`config.mk`:
```
export PLATFORM = sky130hd
export DESIGN_NAME = bfrc_ctrl
export DESIGN_NICKNAME = d
export VERILOG_FILES = /design/src/hdl/bfrc_pkg.sv /design/src/hdl/bfrc_ctrl.sv
export SDC_FILE = /design/constraint.sdc
export NUM_CORES = 1
export LEC_CHECK = 0
export BUFFER_PORTS_ARGS = -buffer_cell sky130_fd_sc_hd__buf_2
export CORE_AREA = 3 3 40 42
export CTS_CLUSTER_SIZE = 10
export DETAILED_ROUTE_END_ITERATION = 6
export DIE_AREA = 0 0 43 45
export HOLD_SLACK_MARGIN = 0.1
export PLACE_DENSITY = 0.51
export SLEW_MARGIN = 20
export SYNTH_ARGS = -nofsm -noshare
export SYNTH_HDL_FRONTEND = slang
export SYNTH_SLANG_ARGS = --single-unit
```
`constraint.sdc`:
```
create_clock -name clk -period 1.1 [get_ports clk]
set_input_delay 0.22 -clock clk [delete_from_list [all_inputs] [get_ports clk]]
set_output_delay 0.22 -clock clk [all_outputs]
set_load 0.1 [all_outputs]
```
`src/hdl/bfrc_pkg.sv`:
```
// bfrc_pkg: shared types and constants of the flip and range count tree
// payload structs, controller state enum and the controller/datapath command and status structs
// no dependencies
`default_nettype none

package bfrc_pkg;

	localparam int unsigned POS_W      = 10;
	localparam int unsigned CNT_W      = 10;
	localparam int unsigned LEAVES_DEF = 1024;

	localparam logic ACT_FLIP  = 1'b0;
	localparam logic ACT_COUNT = 1'b1;

	typedef struct packed {
		logic             action;
		logic [POS_W-1:0] first_position;
		logic [POS_W-1:0] last_position;
	} req_t;

	typedef struct packed {
		logic [CNT_W-1:0] set_count;
	} rsp_t;

	typedef enum logic [2:0] {
		ST_CLEAR,
		ST_IDLE,
		ST_FLIP_RD,
		ST_FLIP_LEAF,
		ST_FLIP_UP,
		ST_WALK,
		ST_ADD,
		ST_OUT
	} st_t;

	typedef struct packed {
		logic accept;
		logic clr_wr;
		logic flip_rd;
		logic flip_wr;
		logic flip_first;
		logic walk;
		logic out_load;
	} cmd_t;

	typedef struct packed {
		logic clr_last;
		logic is_count;
		logic flip_ok;
		logic count_ok;
		logic meet;
		logic at_root;
		logic out_room;
	} stat_t;

endpackage

`default_nettype wire

```
`src/hdl/bfrc_ctrl.sv`:
```
// bfrc_ctrl: controller state machine of the flip and range count tree
// sequences clearing, flip updates and count walks; depends on bfrc_pkg
`default_nettype none

module bfrc_ctrl import bfrc_pkg::*; (
	input  logic  clk,
	input  logic  arst_n,
	input  logic  in_valid,
	output logic  in_ready,
	input  stat_t stat,
	output cmd_t  cmd
);

	st_t state_q;
	st_t state_d;

	always_ff @(posedge clk or negedge arst_n) begin
		if (!arst_n) begin
			state_q <= ST_CLEAR;
		end else begin
			state_q <= state_d;
		end
	end

	always_comb begin
		state_d  = state_q;
		cmd      = '0;
		in_ready = 1'b0;
		unique case (state_q)
			ST_CLEAR: begin
				cmd.clr_wr = 1'b1;
				if (stat.clr_last) begin
					state_d = ST_IDLE;
				end
			end
			ST_IDLE: begin
				in_ready = 1'b1;
				if (in_valid) begin
					cmd.accept = 1'b1;
					if (stat.is_count) begin
						state_d = stat.count_ok ? ST_WALK : ST_OUT;
					end else if (stat.flip_ok) begin
						state_d = ST_FLIP_RD;
					end
				end
			end
			ST_FLIP_RD: begin
				cmd.flip_rd = 1'b1;
				state_d     = ST_FLIP_LEAF;
			end
			ST_FLIP_LEAF: begin
				cmd.flip_wr    = 1'b1;
				cmd.flip_first = 1'b1;
				state_d        = ST_FLIP_UP;
			end
			ST_FLIP_UP: begin
				cmd.flip_wr = 1'b1;
				if (stat.at_root) begin
					state_d = ST_IDLE;
				end
			end
			ST_WALK: begin
				cmd.walk = 1'b1;
				if (stat.meet) begin
					state_d = ST_ADD;
				end
			end
			ST_ADD: begin
				state_d = ST_OUT;
			end
			ST_OUT: begin
				if (stat.out_room) begin
					cmd.out_load = 1'b1;
					state_d      = ST_IDLE;
				end
			end
			default: begin
				state_d = ST_IDLE;
			end
		endcase
	end

endmodule

`default_nettype wire

```
# Word-level counts from Yosys, hierarchy flattened
# Index checks and enable logic that the tools add are counted.
# Widths: inputs -> output; s select.
# totals
latchBits	0
out_inout_bits	8
mem_count	0
ff_bits	3
ramBits	0
romBits	0
# classes
mux	19
n_eq_ne	13
div_mod_pow	0
bitwise_logic	0
n_lt_le_gt_ge	0
reduce_logical	3
multipliers	0
addsub	0
shift	0
# op_table
op	n
$pmux 3 s8	1
$mux 3	7
$eq 3x3->1 const B	4
$mux 1	10
$ne 2x2->1 const B	5
$eq 3x2->1 const B	2
$reduce_and 6->1	1
$eq 3x1->1 const B	1
$logic_not 3->1	1
$ne 3x3->1 const B	1
$mux 2	1
$reduce_or 2->1	1

# Depth between registers and ports, before layout
# Gate-level depths: netlist (run 1).
# depth
word_depth	4
depth_mapped	4
mapped_depth_nobuf	3

# Worst setup path before layout (run 1)
# OpenSTA, ideal clock, no wires.
# synth_timing
path_kind	flip-flop to output port
start	register state_q[2]
end	output port cmd[4] in the netlist's numbering
setup_slack_ns	-1.926
arrival_ns	2.806
n_path_buf	1
path_stages_with_launch	3
cell_sequence	dfrtp_1 -> buf_2 -> nor3b_1
# synth_rtl
element	line_no	rtl
start, declared	bfrc_ctrl.sv:14	st_t state_q;
start signal, assigned	bfrc_ctrl.sv:21	state_q <= state_d;
end, declared	bfrc_ctrl.sv:11	output cmd_t cmd

==> results.md, run 1 <==
- Core Footprint: 1280 um2
- Final routed DRC violation total: 0
- Simple logic cell fraction of the synthesized area: 33.9%
- IO Port Bufs: 17
- Crit path time final: 1470 ps
- Largest family of logic cells by synthesized area: simple AND/OR/NAND/NOR gates
- Routed WL: 1080 um
- Status: finished, violations left
- Final slew viol count: 0
- Layout net count: 86
- Syn avg cell area: 7.96 um2
- Met2 usage: 18.3%
- Die Wd: 43 um
- GRT Resource Usage Total: 11.9%
- Clock root cell: clkbuf_4
- Top flop regs: state_q: 3 flops
- Design Area, Final: 812 um2
- Final WS setup: -372 ps
- Largest Register: state_q
- Std cell rows: 13
- Total gr overflow: 0
- CP Class: reg -> out
- Syn-to-layout area delta: 162%
- Setup TNS: -3390 ps
- CP Launch Type: register
- Starting Density: 24.1%
- Area share of fa/ha/maj cells after synthesis: 0%
- Largest net degree at the start of global routing: 8
- Placed wire-length estimate: 693 um
- Met1 Track Usage GR: 13.3%
- Post-synth cell types: 24
- Via Count: 415
- First-pass iteration count of the detailed router: 4
- WP data required: 880 ps
- Grt met3 use: 3.19%
- Post-DP Area: 664 um2
- Layer with the highest usage: met2
- Layout cells sized above 1: 74.7%
- H-tree depth: 1
- Mux share of post-synthesis cell area: 6.85%
- Synth Area in Compound Gates: 26.6%
- Final setup viols: 11
- Post-synthesis xor/xnor area fraction: 0%
- First-pass GRT wire length: 1660 um
- Avg WL per Cell: 12.0 um
- TritonCTS clock tree: done
- Flip-flop count of the largest register after layout: 3
- Clock transition at path regs: 30 ps
- Yosys reg bits: 3
- Synth warnings: 0
- Initial antenna violation count: 0
- Min-Delay Path Class: in -> reg
- CTS buffer count: 3
- Slew @ Worst Pin: 230 ps
- Mapped Area: 310 um2
- CTS max path bufs: 2
- Maximum capacitance violations: 0
- RePlAce Congestion: 0.786
- Via-to-Cell Ratio: 4.61
- Crit end category: primary output
- Max Clk Rate: 0.679 GHz
- Final Cycle Share: 134%
- # IOs: 18
- Syn Nets: 49
- Starting DRT DRC Count: 5
- Slew margin rel.: 84.6%
- CP max FO: 5
- Failing checks: negative setup slack
- CTS sink cnt: 3
- Seq/Total Area, Yosys: 24.2%
- Post-route ant nets: 0
- Clock Latency Late Sink: 230 ps
- Hold Vio Cnt, Final: 0
- Dpl ws: -179 ps
- Finished Core Util: 63.2%
- Clk_skew: 1.34 ps
- Ant diodes: 0
- CP arrival: 1250 ps
- Die area: 1940 um2
- Cell count after synthesis: 39
- Die Height: 45 um
- RSZ-0062 raised after global routing: true
- Vias in the first global route: 403
-- layout make-up --
type	count	area, um2
clock buffers	4	26.3
fillers	112	473
inverters	3	11.3
multi-input cells	30	313
flip-flops and latches	3	77.6
well taps	15	18.8
repair buffers	35	365
-- cell usage in the layout (no fill, tap or decap), types with 2 or more instances in the layout --
cell,instances
inv_1,2
buf_12,8
buf_4,11
and2_4,2
dfrtp_2,2
buf_6,6
buf_2,9
nor2_4,2
nand2_1,2
a21oi_1,3
clkbuf_4,3
-- cells in the mapped netlist, drive strengths merged --
master,number,area share [%]
mux2i,1,3.2
nor3b,1,2.4
nand2b,1,2.0
o31ai,1,2.4
clkinv,1,1.2
nand3,2,3.2
and2,2,4.0
inv,2,2.4
buf,3,4.8
nor2,3,3.6
nor3,2,3.2
or3b,1,2.8
nor2b,1,2.0
o22ai,2,4.0
and2b,1,2.4
o311a,1,6.9
mux2,1,3.6
nand3b,1,2.4
nand2,3,3.6
o32ai,1,5.2
dfrtp,3,24
and3,1,2.0
a21oi,3,4.8
o32a,1,3.2
-- worst paths after layout --
kind                                        start                endpoint  slack, ps  cells past startpoint
setup / recovery           state_q[1]$_DFFE_PN0P_                  cmd[6]       -370                      3
hold / removal                            stat[0]  state_q[1]$_DFFE_PN0P_        240                      2
setup reg to reg           state_q[2]$_DFFE_PN0P_  state_q[0]$_DFFE_PN0P_       -340                      4
hold reg to reg            state_q[2]$_DFFE_PN0P_  state_q[1]$_DFFE_PN0P_        740                      2
max in group asynchronous                  arst_n  state_q[2]$_DFFE_PN0P_        670                      2
min in group asynchronous                  arst_n  state_q[0]$_DFFE_PN0P_        320                      2
-- worst max-delay path: stages, from the launching register on --
cell     delay (ps)
dfrtp_1         390
and2b_2         270
and3_4          200
buf_12          170
-- routing by layer --
metal	vias up	wire length, um
met5	-	0
met4	0	10
met3	2	54
met2	11	575
met1	192	436
li1	210	-
-- through the flow --
step / hold slack, ps / instances
5_1_grt: 235 / 90
3_3_place_gp: 15.8 / 78
3_5_place_dp: 16.4 / 78
2_1_floorplan: -75.6 / 39
4_1_cts: 229 / 88
6_report: 236 / 90
-- kinds of logic after synthesis --
family          Yosys count
simple gates             19
mux                       2
buf+inv                   6
flops                     3
compound gates            9
-- what timing repair did --
| item | CTS | global route |
|---|---|---|
| hold buffers | 1 | 0 |
| setup endpoints to repair | 11 | 11 |
| endpoints found under the hold margin | 3 | 0 |
| buffers inserted | 5 | 2 |
| gates resized for setup | 6 | 10 |
| pin swaps | 4 | 5 |
Power of run 1 is not shown: default switching activity piles up to over one toggle a cycle in this logic, so the estimate is an artifact.
==> run 2, diff against run 1 <==
- ABC_AREA: not set -> 1
- CELL_PAD_IN_SITES_DETAIL_PLACEMENT: not set -> 0
- CELL_PAD_IN_SITES_GLOBAL_PLACEMENT: not set -> 1
- CORE_AREA: 3 3 40 42 -> not set
- CORE_MARGIN: not set -> 3
- CORE_UTILIZATION: not set -> 24
- DIE_AREA: 0 0 43 45 -> not set
- PLACE_DENSITY: 0.51 -> 0.7
==> run 2 against run 1 <==
The flow still finishes with violations (negative setup slack). Synthesized area is 19% higher. Die area is 5.7% higher. Wire length is 1.0% higher. First-iteration DRC count is 40% higher. Clock skew is 0.68 ps higher. Fmax is 0.95% lower. Critical path depth is 1 higher. Setup slack worse by 14 ps. Sequential share of layout area is 0.54 points higher. Critical path type unchanged. Largest cell class unchanged.
==> results.md, run 2 <==
- Clock Latency Late Sink: 230 ps (about the same)
- Die Wd: 45.2 um (was 43 um)
- Die area: 2040 um2 (was 1940 um2)
- Commonest non-fill, non-tap cell in the layout: nand2_1 (was buf_4)
- CP max FO: 8 (was 5)
- Layout cells sized above 1: 58.7% (was 74.7%)
- Initial antenna violation count: 0 (unchanged)
- Die Height: 45.2 um (was 45 um)
- Hold Vio Cnt, Final: 0 (unchanged)
- Post-synth EDFFs: 0 (unchanged)
- Core Footprint: 1370 um2 (was 1280 um2)
- Finished Core Util: 57.1% (was 63.2%)
- Simple logic cell fraction of the synthesized area: 57.3% (was 33.9%)
- RePlAce Congestion: 0.784 (was 0.786)
- Mapped Area: 369 um2 (was 310 um2)
- Final setup viols: 11 (unchanged)
- Crit path time final: 1490 ps (was 1470 ps)
- Avg WL per Cell: 10.2 um (was 12.0 um)
- Via Count: 502 (was 415)
- Starting Density: 27.0% (was 24.1%)
- Via-to-Cell Ratio: 4.69 (was 4.61)
- Post-synth top cells: 16 x nand2_1, 10 x nand3_1, 8 x inv_1 (was 3 x a21oi_1, 3 x buf_2, 3 x dfrtp_1, 3 x nand2_1, 3 x nor2_1)
- Ant diodes: 0 (unchanged)
- Clock transition at path regs: 40 ps (was 30 ps)
- Clk_skew: 2.03 ps (was 1.34 ps)
- Failing checks: negative setup slack (unchanged)
- Final slew viol count: 0 (unchanged)
- Post-synth ARST share: 100% (unchanged)
- Post-route ant nets: 0 (unchanged)
- Routed WL: 1090 um (was 1080 um)
- Largest family of logic cells by synthesized area: simple AND/OR/NAND/NOR gates (unchanged)
- Post-synthesis xor/xnor area fraction: 0% (unchanged)
- IO Port Bufs: 17 (unchanged)
- Yosys reg bits: 3 (unchanged)
- Layout net count: 103 (was 86)
- CP Launch Type: register (unchanged)
- Clock root cell: clkbuf_4 (unchanged)
- Mux share of post-synthesis cell area: 0% (was 6.85%)
- Seq/Total Area, Yosys: 20.3% (was 24.2%)
- First-pass GRT wire length: 1830 um (was 1660 um)
- Crit end category: primary output (unchanged)
- Main synth FF type: dfrtp_1 (unchanged)
- CTS sink cnt: 3 (unchanged)
- Largest net degree at the start of global routing: 9 (was 8)
- Synth Area in Compound Gates: 8.14% (was 26.6%)
- WP data required: 880 ps (about the same)
- Cell count after synthesis: 60 (was 39)
- Slew margin rel.: 83.8% (was 84.6%)
- CTS max path bufs: 2 (unchanged)
- CP Class: reg -> out (unchanged)
- Commonest non-fill, non-tap cells in the layout: 14 x nand2_1, 10 x nand3_1, 10 x buf_4 (was 11 x buf_4, 9 x buf_2, 8 x buf_12)
- Largest Register: state_q (unchanged)
- Final routed DRC violation total: 0 (unchanged)
- Bufs and invs on worst path: 2 (was 1)
- Most common cell in the netlist: nand2_1
- TritonCTS clock tree: done (unchanged)
- RSZ-0062 raised after global routing: true (unchanged)
- Area share of fa/ha/maj cells after synthesis: 0% (unchanged)
- GRT Resource Usage Total: 12.6% (was 11.9%)
- H-tree depth: 1 (unchanged)
- Syn avg cell area: 6.15 um2 (was 7.96 um2)
- Status: finished, violations left (unchanged)
- Crit-path max cell delay: 470 ps (was 390 ps)
- Syn-to-layout area delta: 112% (was 162%)
- Max Clk Rate: 0.673 GHz (was 0.679 GHz)
- Final Cycle Share: 135% (was 134%)
- Flip-flop count of the largest register after layout: 3 (unchanged)
- Vias in the first global route: 475 (was 403)
- Total gr overflow: 0 (unchanged)
- First-pass iteration count of the detailed router: 4 (unchanged)
- Maximum capacitance violations: 0 (unchanged)
- Post-synth top area share: 20.3% (was 24.2%)
- Synth area leader: dfrtp_1 (unchanged)
- Starting DRT DRC Count: 7 (was 5)
- CP arrival: 1270 ps (was 1250 ps)
- Synth warnings: 0 (unchanged)
- Ranking of synthesized cells by area: dfrtp_1 20%, nand2_1 16%, nand3_1 14% (was dfrtp_1 24%, o311a_4 6.9%, o32ai_2 5.2%)
- CTS buffer count: 3 (unchanged)
- CP cell instances: inv_4, nand2_4, nor3_4, buf_12 (was and2b_2, and3_4, buf_12)
- Dpl ws: -199 ps (was -179 ps)
- Final WS setup: -386 ps (was -372 ps)
- Slew @ Worst Pin: 243 ps (was 230 ps)
- CP max stage cell: dfrtp_2 (was dfrtp_1)
- Std cell rows: 13 (unchanged)
- Top flop regs: state_q: 3 flops (unchanged)
- Min-Delay Path Class: in -> reg (unchanged)
- Post-synth cell types: 18 (was 24)
- Placed wire-length estimate: 888 um (was 693 um)
- Delay-heaviest family, CP: flip-flops (was simple AND/OR/NAND/NOR gates)
- # IOs: 18 (unchanged)
- Syn Nets: 70 (was 49)
run 2: what timing repair did:
action / CTS / global route
setup endpoints to repair: 11 / 11
hold endpoints to repair: 3 / 0
hold buffers: 1 / 0
resized for setup: 5 / 2
buffers inserted: 3 / 2
pin swaps: 3 / 1
run 2: final timing paths:
| path | from | to | slack (ps) | cells past startpoint |
|---|---|---|---|---|
| max | state_q[1]$_DFFE_PN0P_ | cmd[6] | -390 | 4 |
| min | stat[0] | state_q[1]$_DFFE_PN0P_ | 290 | 4 |
| max reg2reg | state_q[1]$_DFFE_PN0P_ | state_q[2]$_DFFE_PN0P_ | -220 | 8 |
| min reg2reg | state_q[2]$_DFFE_PN0P_ | state_q[1]$_DFFE_PN0P_ | 850 | 4 |
| max in group asynchronous | arst_n | state_q[2]$_DFFE_PN0P_ | 670 | 2 |
| min in group asynchronous | arst_n | state_q[0]$_DFFE_PN0P_ | 310 | 2 |
run 2: stage by stage:
stage | setup TNS [ps] | instance area (um2) | hold WS, ps | instances
2_1_floorplan | -3770 | 433 | -75.6 | 60
3_3_place_gp | -1490 | 694 | 15.0 | 98
3_5_place_dp | -1790 | 694 | 16.2 | 98
4_1_cts | -3360 | 758 | 277 | 105
5_1_grt | -4080 | 781 | 304 | 107
6_report | -3460 | 781 | 288 | 107
run 2: final cells by class:
class,count,area [um2]
Clock buffer,4,26.3
Timing Repair Buffer,30,313
Tap cell,15,18.8
Sequential cell,3,78.8
Fill cell,126,586
Inverter,9,46.3
Multi-Input combinational cell,46,298
run 2: cell families after synthesis:
family                 count (synthesis)
and+or+nand+nor                       41
buffers and inverters                 11
AOI/OAI and AO/OA                      5
DFF                                    3
run 2: metal layers:
layer | wire length, um | part of all wire [%] | track usage [%]
met3 | 92 | 8.5 | 2.39
met4 | 29 | 2.7 | 7.02
met1 | 424 | 39 | 13.7
met5 | 0 | 0 | 0
met2 | 539 | 50 | 22.3
run 2: worst register-to-register path: stages (launching register included):
cell,delay (ps)
dfrtp_2,470
buf_4,170
buf_4,130
nor2_4,110
nand3_2,80
nand2_1,80
nor2_2,50
nand3_1,70
nand2_1,50
Power of run 2 is left out for the same reason.
